**src/sv/mexp_pkg.sv**
```systemverilog
`timescale 1ns / 1ps

package mexp_pkg;

  // operand width of the datapath; port fields stay 32 bits
  localparam int KEY_BITS  = 32;
  localparam int FIELD_W   = 32;
  localparam int CNT_W     = $clog2(KEY_BITS);

  typedef logic [FIELD_W-1:0]  word_t;
  typedef logic [KEY_BITS-1:0] key_t;
  typedef logic [KEY_BITS+1:0] wide_t;
  typedef logic [CNT_W-1:0]    cnt_t;

  // configuration register indexes
  typedef enum logic [1:0] {
    CFG_MODULUS  = 2'd0,
    CFG_PUB_EXP  = 2'd1,
    CFG_PRIV_EXP = 2'd2
  } cfg_idx_t;

  // operand pairs of the modular multiplier
  typedef enum logic [1:0] {
    MUL_REDUCE,
    MUL_SQUARE,
    MUL_BASE
  } mul_sel_t;

  // controller to datapath
  typedef struct packed {
    logic     load;
    logic     mul_start;
    mul_sel_t mul_sel;
    logic     exp_shift;
    logic     res_cap;
  } dp_cmd_t;

  // datapath to controller
  typedef struct packed {
    logic m_small;
    logic mul_done;
    logic exp_bit;
    logic exp_last;
  } dp_sts_t;

endpackage

```
**src/sv/mexp_in_if.sv**
```systemverilog
`timescale 1ns / 1ps

interface mexp_in_if;
  logic                 valid;
  logic                 ready;
  logic                 func;
  mexp_pkg::word_t      value;

  modport source (output valid, output func, output value, input ready);
  modport sink (input valid, input func, input value, output ready);
endinterface

```
**src/sv/mexp_out_if.sv**
```systemverilog
`timescale 1ns / 1ps

interface mexp_out_if;
  logic                 valid;
  logic                 ready;
  mexp_pkg::word_t      result;

  modport source (output valid, output result, input ready);
  modport sink (input valid, input result, output ready);
endinterface

```
**src/sv/mexp_cfg_if.sv**
```systemverilog
`timescale 1ns / 1ps

interface mexp_cfg_if;
  logic                 valid;
  logic                 ready;
  logic [1:0]           index;
  mexp_pkg::word_t      data;

  modport source (output valid, output index, output data, input ready);
  modport sink (input valid, input index, input data, output ready);
endinterface

```
**src/sv/mexp_dp.sv**
```systemverilog
`timescale 1ns / 1ps

module mexp_dp (
  input  logic                clk,
  input  logic                rst_n,
  input  mexp_pkg::dp_cmd_t   cmd,
  output mexp_pkg::dp_sts_t   sts,
  input  logic                in_func,
  input  mexp_pkg::word_t     in_value,
  input  logic                cfg_valid,
  input  logic [1:0]          cfg_index,
  input  mexp_pkg::word_t     cfg_data,
  output logic                cfg_ready,
  output mexp_pkg::word_t     result
);

  // configuration registers
  mexp_pkg::word_t modulus_r;
  mexp_pkg::word_t pub_exp_r;
  mexp_pkg::word_t priv_exp_r;

  // exponentiation registers
  mexp_pkg::key_t  value_r;
  mexp_pkg::key_t  base_r;
  mexp_pkg::key_t  acc_r;
  mexp_pkg::key_t  exp_r;
  mexp_pkg::cnt_t  ecnt_r;
  mexp_pkg::word_t res_r;

  // multiplier registers
  mexp_pkg::key_t     ma_r;
  mexp_pkg::key_t     mb_r;
  mexp_pkg::key_t     mp_r;
  mexp_pkg::cnt_t     mcnt_r;
  logic               mbusy_r;
  mexp_pkg::mul_sel_t msel_r;

  mexp_pkg::key_t  m_key;
  mexp_pkg::wide_t m1;
  mexp_pkg::wide_t m2;
  mexp_pkg::wide_t sum;
  mexp_pkg::wide_t stepw;
  mexp_pkg::key_t  step;

  assign cfg_ready = 1'b1;
  assign m_key     = mexp_pkg::key_t'(modulus_r);

  // configuration writes; an index past the list is dropped
  always_ff @(posedge clk) begin
    if (!rst_n) begin
      modulus_r  <= mexp_pkg::word_t'(2);
      pub_exp_r  <= '0;
      priv_exp_r <= '0;
    end else if (cfg_valid) begin
      unique case (cfg_index)
        mexp_pkg::CFG_MODULUS:  modulus_r  <= cfg_data;
        mexp_pkg::CFG_PUB_EXP:  pub_exp_r  <= cfg_data;
        mexp_pkg::CFG_PRIV_EXP: priv_exp_r <= cfg_data;
        default: ;
      endcase
    end
  end

  // one multiplier bit per cycle: acc = (2*acc + bit*a) mod m, below 3m before correction
  always_comb begin
    m1  = mexp_pkg::wide_t'(m_key);
    m2  = mexp_pkg::wide_t'({m_key, 1'b0});
    sum = mexp_pkg::wide_t'({mp_r, 1'b0})
        + (mb_r[mexp_pkg::KEY_BITS-1] ? mexp_pkg::wide_t'(ma_r) : '0);
    if (sum >= m2) begin
      stepw = sum - m2;
    end else if (sum >= m1) begin
      stepw = sum - m1;
    end else begin
      stepw = sum;
    end
    step = mexp_pkg::key_t'(stepw);
  end

  // multiplier sequencing
  always_ff @(posedge clk) begin
    if (!rst_n) begin
      mbusy_r <= 1'b0;
    end else if (cmd.mul_start) begin
      mbusy_r <= 1'b1;
    end else if (mbusy_r && mcnt_r == '0) begin
      mbusy_r <= 1'b0;
    end
  end

  // multiplier operands and partial product
  always_ff @(posedge clk) begin
    if (cmd.mul_start) begin
      unique case (cmd.mul_sel)
        mexp_pkg::MUL_REDUCE: begin
          ma_r <= mexp_pkg::key_t'(1);
          mb_r <= value_r;
        end
        mexp_pkg::MUL_SQUARE: begin
          ma_r <= acc_r;
          mb_r <= acc_r;
        end
        default: begin
          ma_r <= base_r;
          mb_r <= acc_r;
        end
      endcase
      msel_r <= cmd.mul_sel;
      mp_r   <= '0;
      mcnt_r <= mexp_pkg::cnt_t'(mexp_pkg::KEY_BITS - 1);
    end else if (mbusy_r) begin
      mp_r   <= step;
      mb_r   <= {mb_r[mexp_pkg::KEY_BITS-2:0], 1'b0};
      mcnt_r <= mcnt_r - mexp_pkg::cnt_t'(1);
    end
  end

  // item capture, product write-back and exponent scan
  always_ff @(posedge clk) begin
    if (cmd.load) begin
      value_r <= mexp_pkg::key_t'(in_value);
      exp_r   <= in_func ? mexp_pkg::key_t'(priv_exp_r) : mexp_pkg::key_t'(pub_exp_r);
      ecnt_r  <= mexp_pkg::cnt_t'(mexp_pkg::KEY_BITS - 1);
      acc_r   <= mexp_pkg::key_t'(1);
    end else begin
      if (mbusy_r && mcnt_r == '0) begin
        if (msel_r == mexp_pkg::MUL_REDUCE) begin
          base_r <= step;
        end else begin
          acc_r <= step;
        end
      end
      if (cmd.exp_shift) begin
        exp_r  <= {exp_r[mexp_pkg::KEY_BITS-2:0], 1'b0};
        ecnt_r <= ecnt_r - mexp_pkg::cnt_t'(1);
      end
    end
  end

  // result register, zero for a modulus below two
  always_ff @(posedge clk) begin
    if (cmd.res_cap) begin
      res_r <= sts.m_small ? '0 : mexp_pkg::word_t'(acc_r);
    end
  end

  assign result       = res_r;
  assign sts.m_small  = m_key < mexp_pkg::key_t'(2);
  assign sts.mul_done = mbusy_r && mcnt_r == '0;
  assign sts.exp_bit  = exp_r[mexp_pkg::KEY_BITS-1];
  assign sts.exp_last = ecnt_r == '0;

endmodule

```
**src/sv/mexp_ctrl.sv**
```systemverilog
`timescale 1ns / 1ps

module mexp_ctrl (
  input  logic                clk,
  input  logic                rst_n,
  input  logic                in_valid,
  output logic                in_ready,
  output logic                out_valid,
  input  logic                out_ready,
  output mexp_pkg::dp_cmd_t   cmd,
  input  mexp_pkg::dp_sts_t   sts
);

  typedef enum logic [3:0] {
    ST_IDLE,
    ST_RED,
    ST_RED_W,
    ST_SQ,
    ST_SQ_W,
    ST_MB,
    ST_MB_W,
    ST_NEXT,
    ST_DONE
  } state_t;

  state_t state_r;
  state_t state_nxt;
  logic   out_valid_r;
  logic   out_free;

  assign out_free  = !out_valid_r || out_ready;
  assign in_ready  = state_r == ST_IDLE;
  assign out_valid = out_valid_r;

  // next state and datapath commands
  always_comb begin
    state_nxt     = state_r;
    cmd           = '0;
    cmd.mul_sel   = mexp_pkg::MUL_SQUARE;
    unique case (state_r)
      ST_IDLE: begin
        if (in_valid) begin
          cmd.load  = 1'b1;
          state_nxt = sts.m_small ? ST_DONE : ST_RED;
        end
      end
      ST_RED: begin
        cmd.mul_start = 1'b1;
        cmd.mul_sel   = mexp_pkg::MUL_REDUCE;
        state_nxt     = ST_RED_W;
      end
      ST_RED_W: begin
        if (sts.mul_done) begin
          state_nxt = ST_SQ;
        end
      end
      ST_SQ: begin
        cmd.mul_start = 1'b1;
        cmd.mul_sel   = mexp_pkg::MUL_SQUARE;
        state_nxt     = ST_SQ_W;
      end
      ST_SQ_W: begin
        if (sts.mul_done) begin
          state_nxt = sts.exp_bit ? ST_MB : ST_NEXT;
        end
      end
      ST_MB: begin
        cmd.mul_start = 1'b1;
        cmd.mul_sel   = mexp_pkg::MUL_BASE;
        state_nxt     = ST_MB_W;
      end
      ST_MB_W: begin
        if (sts.mul_done) begin
          state_nxt = ST_NEXT;
        end
      end
      ST_NEXT: begin
        if (sts.exp_last) begin
          state_nxt = ST_DONE;
        end else begin
          cmd.exp_shift = 1'b1;
          state_nxt     = ST_SQ;
        end
      end
      ST_DONE: begin
        if (out_free) begin
          cmd.res_cap = 1'b1;
          state_nxt   = ST_IDLE;
        end
      end
      default: state_nxt = ST_IDLE;
    endcase
  end

  // state and output word valid
  always_ff @(posedge clk) begin
    if (!rst_n) begin
      state_r     <= ST_IDLE;
      out_valid_r <= 1'b0;
    end else begin
      state_r <= state_nxt;
      if (cmd.res_cap) begin
        out_valid_r <= 1'b1;
      end else if (out_ready) begin
        out_valid_r <= 1'b0;
      end
    end
  end

endmodule

```
**src/sv/modular_exponentiation.sv**
```systemverilog
`timescale 1ns / 1ps

// channel   dir   payload                       handshake
// in_if     in    func, value[31:0]             valid / ready
// out_if    out   result[31:0]                  valid / ready
// cfg_if    in    index[1:0], data[31:0]        valid / ready (ready always high)
//
// one word at a time: a reduction of the value, then for each of the KEY_BITS exponent bits,
// MSB first, a square and, for a set bit, a multiply by the base, each on the bit-serial
// modular multiplier, one multiplier bit per cycle; a modulus below two skips these and gives result 0
// reset (rst_n, synchronous) clears the sequencer and loads modulus 2, exponents 0
// a finished word waits in the output register; a new input word is taken while it waits

module modular_exponentiation (
  input  logic       clk,
  input  logic       rst_n,
  mexp_in_if.sink    in_if,
  mexp_out_if.source out_if,
  mexp_cfg_if.sink   cfg_if
);

  mexp_pkg::dp_cmd_t cmd;
  mexp_pkg::dp_sts_t sts;

  // sequencer
  mexp_ctrl u_ctrl (
    .clk       (clk),
    .rst_n     (rst_n),
    .in_valid  (in_if.valid),
    .in_ready  (in_if.ready),
    .out_valid (out_if.valid),
    .out_ready (out_if.ready),
    .cmd       (cmd),
    .sts       (sts)
  );

  // registers and modular multiplier
  mexp_dp u_dp (
    .clk       (clk),
    .rst_n     (rst_n),
    .cmd       (cmd),
    .sts       (sts),
    .in_func   (in_if.func),
    .in_value  (in_if.value),
    .cfg_valid (cfg_if.valid),
    .cfg_index (cfg_if.index),
    .cfg_data  (cfg_if.data),
    .cfg_ready (cfg_if.ready),
    .result    (out_if.result)
  );

endmodule
```
**src/flat_wrapper.sv**
```systemverilog
// flat-port wrapper written by rule: the top's interface ports become plain ports
module modular_exponentiation_flat 
  (clk, rst_n, in_if_valid, in_if_func, in_if_value, in_if_ready, out_if_valid, out_if_result, out_if_ready, cfg_if_valid, cfg_if_index, cfg_if_data, cfg_if_ready);
  mexp_in_if in_if_i ();
  mexp_out_if out_if_i ();
  mexp_cfg_if cfg_if_i ();
  input  logic clk;
  input  logic rst_n;
  input wire logic [$bits(in_if_i.valid)-1:0] in_if_valid;
  input wire logic [$bits(in_if_i.func)-1:0] in_if_func;
  input wire logic [$bits(in_if_i.value)-1:0] in_if_value;
  output wire logic [$bits(in_if_i.ready)-1:0] in_if_ready;
  output wire logic [$bits(out_if_i.valid)-1:0] out_if_valid;
  output wire logic [$bits(out_if_i.result)-1:0] out_if_result;
  input wire logic [$bits(out_if_i.ready)-1:0] out_if_ready;
  input wire logic [$bits(cfg_if_i.valid)-1:0] cfg_if_valid;
  input wire logic [$bits(cfg_if_i.index)-1:0] cfg_if_index;
  input wire logic [$bits(cfg_if_i.data)-1:0] cfg_if_data;
  output wire logic [$bits(cfg_if_i.ready)-1:0] cfg_if_ready;
  assign in_if_i.valid = in_if_valid;
  assign in_if_i.func = in_if_func;
  assign in_if_i.value = in_if_value;
  assign in_if_ready = in_if_i.ready;
  assign out_if_valid = out_if_i.valid;
  assign out_if_result = out_if_i.result;
  assign out_if_i.ready = out_if_ready;
  assign cfg_if_i.valid = cfg_if_valid;
  assign cfg_if_i.index = cfg_if_index;
  assign cfg_if_i.data = cfg_if_data;
  assign cfg_if_ready = cfg_if_i.ready;
  modular_exponentiation u_core (.clk(clk), .rst_n(rst_n), .in_if(in_if_i), .out_if(out_if_i), .cfg_if(cfg_if_i));
endmodule
```
**config.mk**
```make
export PLATFORM = sky130hd
export DESIGN_NAME = modular_exponentiation_flat
export DESIGN_NICKNAME = d
export VERILOG_FILES = /design/src/sv/mexp_pkg.sv /design/src/sv/mexp_in_if.sv /design/src/sv/mexp_out_if.sv /design/src/sv/mexp_cfg_if.sv /design/src/sv/mexp_dp.sv /design/src/sv/mexp_ctrl.sv /design/src/sv/modular_exponentiation.sv /design/src/flat_wrapper.sv
export SDC_FILE = /design/constraint.sdc
export NUM_CORES = 1
export LEC_CHECK = 0
export ABC_AREA = 1
export BUFFER_PORTS_ARGS = -buffer_cell sky130_fd_sc_hd__buf_4
export CAP_MARGIN = 40
export CELL_PAD_IN_SITES_DETAIL_PLACEMENT = 0
export CELL_PAD_IN_SITES_GLOBAL_PLACEMENT = 1
export CORE_MARGIN = 5
export CORE_UTILIZATION = 40
export CTS_CLUSTER_SIZE = 25
export DETAILED_ROUTE_END_ITERATION = 16
export PLACE_DENSITY_LB_ADDON = 0.08
export SYNTH_ARGS = -nofsm -noshare
export SYNTH_HDL_FRONTEND = slang
export SYNTH_SLANG_ARGS = --single-unit
```
**constraint.sdc**
```tcl
create_clock -name clk -period 12.1 [get_ports clk]
set_clock_uncertainty 0.05 [all_clocks]
set_input_delay 1.815 -clock clk [delete_from_list [all_inputs] [get_ports clk]]
set_output_delay 1.815 -clock clk [all_outputs]
set_load 0.05 [all_outputs]
```
==> results of run 1 <==
==> per-stage QoR <==
| step | std cells | instance area, sq um |
|---|---|---|
| after floorplan | 3034 | 22200 |
| after global placement | 3803 | 23600 |
| after detailed placement | 3809 | 23800 |
| after CTS | 3888 | 25200 |
| after global routing | 3888 | 25200 |
| final | 3888 | 25200 |
==> worst max path at each step <==
stage	from	endpoint
after floorplan	in_if_valid	u_core.u_dp.base_r[0]
after global placement	u_core.u_dp.mb_r[31]	u_core.u_dp.base_r[0]
after detailed placement	u_core.u_dp.mb_r[31]	u_core.u_dp.base_r[0]
after CTS	u_core.u_dp.mb_r[31]	u_core.u_dp.base_r[0]
after global routing	u_core.u_dp.mb_r[31]	u_core.u_dp.base_r[0]
final	u_core.u_dp.mb_r[31]	u_core.u_dp.base_r[0]
==> layer usage <==
metal | vias up | track usage (%) | wire [microns]
li1 | 9956 | - | -
met1 | 9289 | 35.4 | 36000
met2 | 438 | 38.8 | 33100
met3 | 98 | 2.48 | 3290
met4 | 0 | 7.19 | 2350
met5 | - | 0 | 0
==> cells in the final DEF, fill, tap and decap left out, drive strengths merged, types with 2 or more instances in the layout <==
master    instances
nand2           873
inv             502
nor2            247
o21ai           224
edfxtp          194
a21oi           189
nand3           189
dfxtp           176
buf             129
ha               97
clkbuf           59
nand4            57
xor2             41
o221a            31
nor3             23
clkinv           18
xnor2            12
nor4             12
o21bai           11
nand3b            9
and2              8
or2               6
a21o              5
o211ai            4
clkinvlp          4
fa                3
o21a              2
o31ai             2
bufinv            2
==> cell families after synthesis <==
family	after synthesis
multiplexers	1
AO/OA/AOI/OAI	474
AND/OR/NAND/NOR	1427
adder cells (fa/ha/maj)	100
other	1
XOR/XNOR	53
flip-flops	370
buffers and inverters	608
==> worst register-to-register path, stage by stage (launching register included) <==
cell      delay, ns
edfxtp_1       0.63
buf_16         0.22
nand2_1        0.08
inv_1          0.07
ha_1           0.25
inv_1          0.08
fa_1           0.41
inv_1          0.12
nand2_1        0.06
nand3_1        0.15
nand2_1        0.07
nand2_1        0.11
xor2_1         0.50
ha_1           0.39
nand2_1        0.08
nand2_1        0.07
nand2_1        0.06
nand2_1        0.07
nand2_1        0.07
nand3_1        0.09
a21oi_1        0.19
nand2_1        0.11
nand2_2        0.59
nand3_4        0.66
nand2_1        0.22
nand2_1        0.10
and2_1         0.17
==> layout make-up <==
class	count	area share (%)
clock inverters	20	0.711
inverters	506	7.55
repair buffers	129	4.24
multi-input cells	2056	41.9
clock buffers	59	4.76
well taps	748	3.72
flip-flops and latches	370	37.2
==> summary.md, run 1 <==
| Metric | Value |
|---|---|
| Status | `completed` |
| CP top delay family | `simple AND/OR/NAND/NOR gates` |
| Crit path depth | `26` |
| Die Area | `60200 sq um` |
| Crit end category | `register` |
| Crit path DAT | `6.20 ns` |
| Worst hold margin | `0.401 ns` |
| Worst path bufs/invs | `4` |
| Mean Syn Cell Area | `7.30 sq um` |
| Syn nets | `3206` |
| Hold Path Class | `register to register` |
| Vias in the first global route | `19173` |
| Tot GR Track Use | `24.4%` |
| Reg2reg setup slack | `6.17 ns` |
| Clock Sinks | `370` |
| Synthesis warning total | `0` |
| Synthesized instance count | `3034` |
| Num CTS Buffers | `43` |
| Worst Hold Path EP | `u_core.u_dp.priv_exp_r[9]` |
| P&R area growth vs syn | `13.5%` |
| Top cells by area, synth | `edfxtp_1 26%, dfxtp_1 16%, nand2_1 14%, inv_1 8.5%, ha_1 5.5%` |
| Number of synthesized register bits | `370` |
| CTS max path bufs | `3` |
| Hold path start | `u_core.u_dp.priv_exp_r[9]` |
| Multi-input gate area | `10500 sq um` |
| Slack of the critical path | `6.17 ns` |
| Post-CTS setup buffers | `0` |
| First DRT Iteration DRCs | `1229` |
| DR vias | `19781` |
| Initial antenna violation count | `0` |
| Skew-Pair Late Insertion Delay | `0.57 ns` |
| Pin count of the biggest net entering global routing | `98` |
| First-pass GRT wire length | `115000 microns` |
| Hpwl dp | `58100 microns` |
| CP startpoint kind | `register` |
| CP peak stage delay | `0.63 ns` |
| Max-slew violations | `0` |
| Drt drc | `0` |
| Post-Synth XOR/XNOR Area | `2.09%` |
| Most numerous cell in the Yosys netlist | `nand2_1` |
| Nets | `3278` |
| Initial core utilization | `40.3%` |
| FF/Latch Area | `9350 sq um` |
| Synth area leader | `edfxtp_1` |
| DR vias/cell | `5.09` |
| Ys async rst share | `0%` |
| Wire length per cell | `19.2 microns` |
| Slew margin rel. | `40.2%` |
| Synth Area in Compound Gates | `12.0%` |
| Num rows | `86` |
| Fmax | `169 MHz` |
| Clock slew at reported path FFs | `0.06 ns` |
| Fin. Hold Viols | `0` |
| Main flop type after synthesis | `edfxtp_1` |
| R2r endpoint | `u_core.u_dp.base_r[0]` |
| Setup TNS Final | `0 ns` |
| Number of port buffers | `105` |
| Sequential-to-total area share from yosys stat | `42.2%` |
| Adder-Cell Fraction of Synth Area | `5.75%` |
| Post-synth EDFFs | `194` |
| Synth top area share | `26.3%` |
| Post-route ant nets | `0` |
| Share of cells above drive strength 1 | `9.27%` |
| Crit Path Category | `register to register` |
| Minimum clock period | `5.93 ns` |
| Worst Path Required | `12.38 ns` |
| Layout fillers | `5697` |
| Main combinational cell family by area after synthesis | `simple AND/OR/NAND/NOR gates` |
| First drt pass iteration count | `5` |
| Diode count | `0` |
| Post-detailed-routing wire length | `74800 microns` |
| RR Startpoint | `u_core.u_dp.mb_r[31]` |
| Core area | `55000 sq um` |
| Die Wd | `245 microns` |
| Hold-fix buffers at CTS | `0` |
| Commonest cells in the synthesized netlist | `854 x nand2_1, 499 x inv_1, 243 x nor2_1` |
| Final setup vio count | `0` |
| Synth unique cells | `51` |
| Worst-Margin Slew | `0.897 ns` |
| WHS Path Cells | `2` |
| Layout Utilization | `45.8%` |
| CTS tree | `done` |
| Path depth of the worst reg2reg path | `26` |
| Slowest CP cell | `edfxtp_1` |
| Post-synthesis mux area share | `0.0452%` |
| Crit Path Max Fanout | `34` |
| Unrepaired setup endpoints after global routing | `false` |
| Die height | `245 microns` |
| DP Worst Slack | `6.23 ns` |
| Top cell by count, worst path | `nand2_1` |
| # H-tree levels | `2` |
| GP Congestion | `0.976` |
| CTS root buffer | `clkbuf_16` |
| I/O Pins | `107` |
| Simple-gate area share of the yosys netlist | `27.4%` |
| Post-CTS sizing | `0` |
| Maxcap violations | `0` |
| Congestion Overflow GR | `0` |
| Final worst-path cycle share | `49.0%` |
| Synthesized cell area | `22200 sq um` |
Power of run 1 is left out: the tool's default activity adds up to more than one toggle a clock period on the data nets, which glitch-free logic cannot reach.
==> run 2: changes to the inputs <==
Settings changed: ABC_AREA 1 to 0.
Clock period 12.1 ns to 5.6 ns, I/O delays scaled along.
==> summary.md, run 2 <==
| Metric | Value |
|---|---|
| Status | `completed (unchanged)` |
| CTS tree | `done (unchanged)` |
| Clock slew at reported path FFs | `0.06 ns (about the same)` |
| CTS root buffer | `clkbuf_16 (unchanged)` |
| First DRT Iteration DRCs | `1258 (was 1229)` |
| Commonest cells in the synthesized netlist | `390 x nand2_1, 229 x a21oi_1, 194 x edfxtp_1 (was 854 x nand2_1, 499 x inv_1, 243 x nor2_1)` |
| First-pass GRT wire length | `104000 microns (was 115000 microns)` |
| DR vias | `17962 (was 19781)` |
| Slew margin rel. | `40.9% (was 40.2%)` |
| LEAKAGE | `10.0 nW` |
| Max-slew violations | `0 (unchanged)` |
| Synthesized instance count | `2243 (was 3034)` |
| Main flop type after synthesis | `edfxtp_1 (unchanged)` |
| Synth unique cells | `88 (was 51)` |
| Number of synthesized register bits | `370 (unchanged)` |
| Initial core utilization | `40.3% (about the same)` |
| CP startpoint kind | `register (unchanged)` |
| Synth area leader | `edfxtp_1 (unchanged)` |
| Num CTS Buffers | `43 (unchanged)` |
| Crit Path Category | `register to register (unchanged)` |
| Most common cell after layout, fill and taps aside | `nand2_1 (unchanged)` |
| Unrepaired setup endpoints after global routing | `true (was false)` |
| GP Congestion | `0.961 (was 0.976)` |
| Final Cell Area | `25700 sq um (was 25200 sq um)` |
| Die Wd | `234 microns (was 245 microns)` |
| Post-route ant nets | `0 (unchanged)` |
| Met2 usage | `41.6% (was 38.8%)` |
| Slack of the critical path | `0.0759 ns (was 6.17 ns)` |
| Reg2reg setup slack | `0.08 ns (was 6.17 ns)` |
| Slowest CP cell | `edfxtp_1 (unchanged)` |
| DP Worst Slack | `-0.262 ns (was 6.23 ns)` |
| Mean Syn Cell Area | `8.98 sq um (was 7.30 sq um)` |
| GR peak layer | `met2 (unchanged)` |
| Synth top area share | `28.9% (was 26.3%)` |
| Crit Path Max Fanout | `8 (was 34)` |
| Number of port buffers | `105 (unchanged)` |
| Drt drc | `0 (unchanged)` |
| Synthesis warning total | `0 (unchanged)` |
| CP peak stage delay | `0.48 ns (was 0.63 ns)` |
| Congestion Overflow GR | `0 (unchanged)` |
| Die height | `234 microns (was 245 microns)` |
| Met3 Usage GRT | `3.06% (was 2.48%)` |
| Worst path bufs/invs | `4 (unchanged)` |
| Highest-count cells in the layout ignoring fill and taps | `386 x nand2_1, 370 x buf_4, 211 x a21oi_1 (was 852 x nand2_1, 498 x inv_1, 238 x nor2_1)` |
| Sequential-to-total area share from yosys stat | `46.4% (was 42.2%)` |
| # H-tree levels | `2 (unchanged)` |
| Post-synth EDFFs | `194 (unchanged)` |
| Fin. Hold Viols | `0 (unchanged)` |
| Pwr Density | `735 nW/um^2` |
| Die Area | `55000 sq um (was 60200 sq um)` |
| Synthesized cell area | `20100 sq um (was 22200 sq um)` |
| DR vias/cell | `5.51 (was 5.09)` |
| Path depth of the worst reg2reg path | `22 (was 26)` |
| Maxcap violations | `0 (unchanged)` |
| Crit path DAT | `5.98 ns (was 6.20 ns)` |
| Setup TNS Final | `0 ns (unchanged)` |
| First drt pass iteration count | `5 (unchanged)` |
| Worst path cell trace | `buf_6 -> and2_4 -> ha_4 -> o211ai_1 -> o211ai_1 -> a31oi_2 -> o31a_1 -> buf_4 -> xnor2_4 -> ha_4 -> and3_4 -> and4_4 -> a221oi_4 -> o2111ai_2 -> a31o_1 -> a221o_2 -> a21oi_4 -> buf_12 -> nor2_1 -> a31oi_1 -> buf_4 -> a22o_1` |
| I/O Pins | `107 (unchanged)` |
| Area after DPL | `23400 sq um (was 23800 sq um)` |
| Worst-Margin Slew | `0.887 ns (was 0.897 ns)` |
| Diode count | `0 (unchanged)` |
| Hold-fix buffers at CTS | `0 (unchanged)` |
| P&R area growth vs syn | `27.4% (was 13.5%)` |
| Skew-Pair Late Insertion Delay | `0.57 ns (about the same)` |
| Fmax | `181 MHz (was 169 MHz)` |
| GR Util met1 | `32.7% (was 35.4%)` |
| Post-detailed-routing wire length | `70400 microns (was 74800 microns)` |
| Num rows | `82 (was 86)` |
| Crit end category | `register (unchanged)` |
| Pin count of the biggest net entering global routing | `67 (was 98)` |
| Core area | `50000 sq um (was 55000 sq um)` |
| Share of cells above drive strength 1 | `23.4% (was 9.27%)` |
| Most numerous cell in the Yosys netlist | `nand2_1 (unchanged)` |
| Syn nets | `2415 (was 3206)` |
| Top cells by area, synth | `edfxtp_1 29%, dfxtp_1 17%, nand2_1 7.3%, ha_1 6.0%, a21oi_1 5.7% (was edfxtp_1 26%, dfxtp_1 16%, nand2_1 14%, inv_1 8.5%, ha_1 5.5%)` |
| Vias in the first global route | `17213 (was 19173)` |
| CP top delay family | `compound AO/OA/AOI/OAI gates (was simple AND/OR/NAND/NOR gates)` |
| VDD IR max | `0.362 mV` |
| Power, Total | `18.9 mW` |
| Nets | `2724 (was 3278)` |
| Tot GR Track Use | `24.4% (about the same)` |
| Ys async rst share | `0% (unchanged)` |
| Clock Sinks | `370 (unchanged)` |
| Crit path depth | `22 (was 26)` |
| Final setup vio count | `0 (unchanged)` |
| Layout fillers | `4812 (was 5697)` |
| Wire length per cell | `21.6 microns (was 19.2 microns)` |
| Hold Path Class | `primary input to register (was register to register)` |
| Hpwl dp | `52200 microns (was 58100 microns)` |
| CTS max path bufs | `3 (unchanged)` |
| WHS Path Cells | `1 (was 2)` |
| Minimum clock period | `5.52 ns (was 5.93 ns)` |
| Initial antenna violation count | `0 (unchanged)` |
| Worst Path Required | `6.06 ns (was 12.38 ns)` |
| Final worst-path cycle share | `98.6% (was 49.0%)` |
## run 2: cell families after synthesis
family                   count (synthesis)  synth area share (%)
buffers and inverters                  199                  3.97
adder cells (fa/ha/maj)                100                  6.32
AO/OA/AOI/OAI                          651                  20.0
multiplexers                            39                  1.96
flip-flops                             370                  46.4
XOR/XNOR                                86                  3.74
AND/OR/NAND/NOR                        797                  17.6
other                                    1                0.0186
## run 2: per-stage QoR
step | cells | utilization [%] | hold WS [ns]
4_1_cts | 3246 | 49.7 | 0.367
3_5_place_dp | 3163 | 46.8 | 0.396
5_1_grt | 3259 | 51.4 | 0.372
3_3_place_gp | 3162 | 46.7 | 0.391
6_report | 3259 | 51.4 | 0.396
2_1_floorplan | 2243 | - | 0.386
## run 2: worst register-to-register path, delay by kind of cell, from the launching register on
family / cells / cell delay [ns]
AOI/OAI and AO/OA: 11 / 2.94
adders and majority gates: 2 / 0.51
xor gates and xnor gates: 1 / 0.19
buffers and inverters: 4 / 0.74
and+or+nand+nor: 4 / 0.56
DFF: 1 / 0.48
## run 2: path summary, 6_finish.rpt
| kind | start | to |
|---|---|---|
| worst max-delay path | u_core.u_dp.mb_r[31] | u_core.u_dp.acc_r[19] |
| worst min-delay path | in_if_value[13] | u_core.u_dp.value_r[13] |
| worst max register to register | u_core.u_dp.mb_r[31] | u_core.u_dp.acc_r[19] |
| worst min register to register | u_core.u_dp.pub_exp_r[22] | u_core.u_dp.pub_exp_r[22] |
## run 2: power breakdown
| group | internal, mW | switching [mW] |
|---|---|---|
| logic | 5.56 | 7.08 |
| clock network | 1.52 | 1.16 |
| registers | 3.38 | 0.159 |
| total | 10.5 | 8.40 |
## run 2: final cells by class
cell class	count	area, sq um	area share (%)
clock buffer	51	1150	4.47
sequential	370	9350	36.4
clock inverter	29	198	0.770
timing repair buffer	387	3070	12.0
multi-input combinational	1675	10800	42.0
inverter	75	282	1.10
tap	672	841	3.28
## run 2: what timing repair did
action,4_1_cts,5_1_grt
setup endpoints to repair,92,96
gates cloned,0,4
pin swaps,5,51
buffers inserted,3,12
gates resized for setup,19,135
## run 2: metal layers
| metal | wire length (microns) | part of all wire [%] |
|---|---|---|
| met1 | 31500 | 45 |
| met3 | 2990 | 4.2 |
| met5 | 0 | 0 |
| met2 | 33800 | 48 |
| met4 | 2090 | 3.0 |
Power figures use the tool's default switching activity.
==> run 3: changes to the inputs <==
Settings changed: CORE_MARGIN 5 to unset, SLEW_MARGIN set to 15.
==> summary.md, run 3 (synthesized netlist as in run 2, its figures left out) <==
| Metric | Value |
|---|---|
| Number of port buffers | `105 (unchanged)` |
| First DRT Iteration DRCs | `1379 (was 1258)` |
| Fmax | `182 MHz (was 181 MHz)` |
| First drt pass iteration count | `5 (unchanged)` |
| Hold Path Class | `primary input to register (unchanged)` |
| CP peak stage delay | `0.46 ns (was 0.48 ns)` |
| Multi-input gate area | `10700 sq um (was 10800 sq um)` |
| Reg2reg setup slack | `0.12 ns (was 0.08 ns)` |
| Worst Path Required | `5.87 ns (was 6.06 ns)` |
| Die Area | `51300 sq um (was 55000 sq um)` |
| Layout fillers | `4691 (was 4812)` |
| Maxcap violations | `0 (unchanged)` |
| VDD IR max | `0.460 mV (was 0.362 mV)` |
| Num CTS Buffers | `43 (unchanged)` |
| Pwr Density | `728 nW/um^2 (was 735 nW/um^2)` |
| Path depth of the worst reg2reg path | `20 (was 22)` |
| Crit Path Max Fanout | `7 (was 8)` |
| I/O Pins | `107 (unchanged)` |
| Skew-Pair Late Insertion Delay | `0.60 ns (was 0.57 ns)` |
| Area after DPL | `23400 sq um (about the same)` |
| Post-detailed-routing wire length | `68700 microns (was 70400 microns)` |
| Worst-Margin Slew | `0.946 ns (was 0.887 ns)` |
| DR vias/cell | `5.51 (about the same)` |
| Num rows | `81 (was 82)` |
| R2r endpoint | `u_core.u_dp.base_r[24] (was u_core.u_dp.acc_r[19])` |
| Post-route ant nets | `0 (unchanged)` |
| Clock slew at reported path FFs | `0.06 ns (about the same)` |
| Worst setup path end | `u_core.u_dp.base_r[24] (was u_core.u_dp.acc_r[19])` |
| Initial antenna violation count | `0 (unchanged)` |
| Placed Instances | `3164 (was 3163)` |
| Unrepaired setup endpoints after global routing | `true (unchanged)` |
| Congestion Overflow GR | `0 (unchanged)` |
| P&R area growth vs syn | `27.9% (was 27.4%)` |
| RR Startpoint | `u_core.u_dp.mb_r[31] (unchanged)` |
| Status | `completed (unchanged)` |
| Nets | `2743 (was 2724)` |
| Slew margin rel. | `37.0% (was 40.9%)` |
| Minimum clock period | `5.48 ns (was 5.52 ns)` |
| Worst hold margin | `0.389 ns (was 0.396 ns)` |
| Crit Path Category | `register to register (unchanged)` |
| Crit path DAT | `5.76 ns (was 5.98 ns)` |
| Die height | `226 microns (was 234 microns)` |
| Share of cells above drive strength 1 | `23.4% (about the same)` |
| # H-tree levels | `2 (unchanged)` |
| GP Congestion | `0.925 (was 0.961)` |
| Layout Cells excl Fill | `3271 (was 3259)` |
| CTS root buffer | `clkbuf_16 (unchanged)` |
| FF/Latch Area | `9350 sq um (unchanged)` |
| First-pass GRT wire length | `103000 microns (was 104000 microns)` |
| Highest-count cells in the layout ignoring fill and taps | `388 x nand2_1, 388 x buf_4, 210 x a21oi_1 (was 386 x nand2_1, 370 x buf_4, 211 x a21oi_1)` |
| Die Wd | `226 microns (was 234 microns)` |
| Clock Sinks | `370 (unchanged)` |
| Wire length per cell | `21.0 microns (was 21.6 microns)` |
| CP startpoint kind | `register (unchanged)` |
| Vias in the first global route | `17510 (was 17213)` |
| LEAKAGE | `10.2 nW (was 10.0 nW)` |
| Hpwl dp | `51300 microns (was 52200 microns)` |
| Fin. Hold Viols | `0 (unchanged)` |
| Tot GR Track Use | `26.7% (was 24.4%)` |
| Worst Setup SP | `u_core.u_dp.mb_r[31] (unchanged)` |
| Max-slew violations | `0 (unchanged)` |
| Hold path start | `in_if_value[4] (was in_if_value[13])` |
| CTS tree | `done (unchanged)` |
| Initial core utilization | `40.8% (was 40.3%)` |
| Worst path cell trace | `buf_6 -> and2_1 -> ha_4 -> o211ai_1 -> o211ai_1 -> a31oi_2 -> o31a_1 -> buf_6 -> xnor2_4 -> ha_4 -> and3_4 -> and4_4 -> a221oi_4 -> o2111ai_2 -> a31o_1 -> a221o_1 -> a21o_4 -> buf_4 -> a211o_1 -> and2_1 (was buf_6 -> and2_4 -> ha_4 -> o211ai_1 -> o211ai_1 -> a31oi_2 -> o31a_1 -> buf_4 -> xnor2_4 -> ha_4 -> and3_4 -> and4_4 -> a221oi_4 -> o2111ai_2 -> a31o_1 -> a221o_2 -> a21oi_4 -> buf_12 -> nor2_1 -> a31oi_1 -> buf_4 -> a22o_1)` |
| Pin count of the biggest net entering global routing | `77 (was 67)` |
| DR vias | `18038 (was 17962)` |
| Final Cell Area | `25800 sq um (was 25700 sq um)` |
| Final worst-path cycle share | `97.9% (was 98.6%)` |
| Final setup vio count | `0 (unchanged)` |
| Drt drc | `0 (unchanged)` |
| Core area | `49400 sq um (was 50000 sq um)` |
| CTS max path bufs | `3 (unchanged)` |
| Hold-fix buffers at CTS | `0 (unchanged)` |
| Slowest CP cell | `edfxtp_1 (unchanged)` |
| Crit end category | `register (unchanged)` |
run 3: cell types whose count changed in the layout (fill, tap and decap cells not counted), sizes merged:
cell / change
buf: +22
diode: +1
clkinv: -9
a21o: -1
clkbuf: +6
clkinvlp: -1
bufinv: +3
inv: -1
run 3: how the worst min path moves through the flow:
stage                                           end  cells past startpoint  slack, ns
after floorplan            u_core.u_dp.pub_exp_r[0]                      2       0.39
after global placement    u_core.u_dp.pub_exp_r[27]                      2       0.39
after detailed placement  u_core.u_dp.pub_exp_r[29]                      2       0.40
after CTS                    u_core.u_dp.value_r[4]                      1       0.37
after global routing        u_core.u_dp.value_r[16]                      1       0.37
final                        u_core.u_dp.value_r[4]                      1       0.39
run 3: where the power goes:
| group | switching [mW] | total, mW | internal (mW) | leakage, nW |
|---|---|---|---|---|
| clock | 1.17 | 2.87 | 1.70 | 0.695 |
| combinational | 6.83 | 12.4 | 5.54 | 6.26 |
| sequential | 0.141 | 3.52 | 3.38 | 3.21 |
run 3: worst max-delay path: cells and delay by family (launching register included):
family / cells / cell delay [ns]
AOI/OAI and AO/OA: 10 / 2.78
xor gates and xnor gates: 1 / 0.20
adders and majority gates: 2 / 0.51
buffers and inverters: 3 / 0.51
DFF: 1 / 0.46
and+or+nand+nor: 4 / 0.70
run 3: routing by layer:
metal / global-route usage, % / wire length (microns) / vias to the layer above
met4: 8.41 / 1850 / 0
met3: 3.10 / 2750 / 97
met2: 45.1 / 33300 / 410
met1: 35.5 / 30700 / 8828
li1: - / - / 8703
met5: 0 / 0 / -
run 3: per-stage QoR:
step / utilization, % / worst slack [ns] / setup TNS [ns] / power (mW)
CTS: 50.6 / -0.0169 / -0.0169 / 17.7
detailed placement: 47.4 / -0.489 / -26.34 / 14.5
global route: 52.2 / -0.0518 / -0.210 / 19.8
finish: 52.2 / 0.116 / 0 / 18.8
floorplan: - / 0.303 / 0 / 9.42
global placement: 47.3 / -0.347 / -12.98 / 14.5
run 3: cell type report:
type	instances	share of cell area [%]
multi-input cells	1674	41.4
flip-flops and latches	370	36.3
repair buffers	407	12.4
clock buffers	59	4.69
well taps	664	3.22
inverters	75	1.09
clock inverters	21	0.869
diodes	1	0.00971
run 3: timing repair:
action	CTS	global route
resized for setup	23	117
endpoints found under the hold margin	0	0
pin swaps	3	53
buffers inserted	4	21
endpoints found under the setup margin	96	96
cloned	0	2
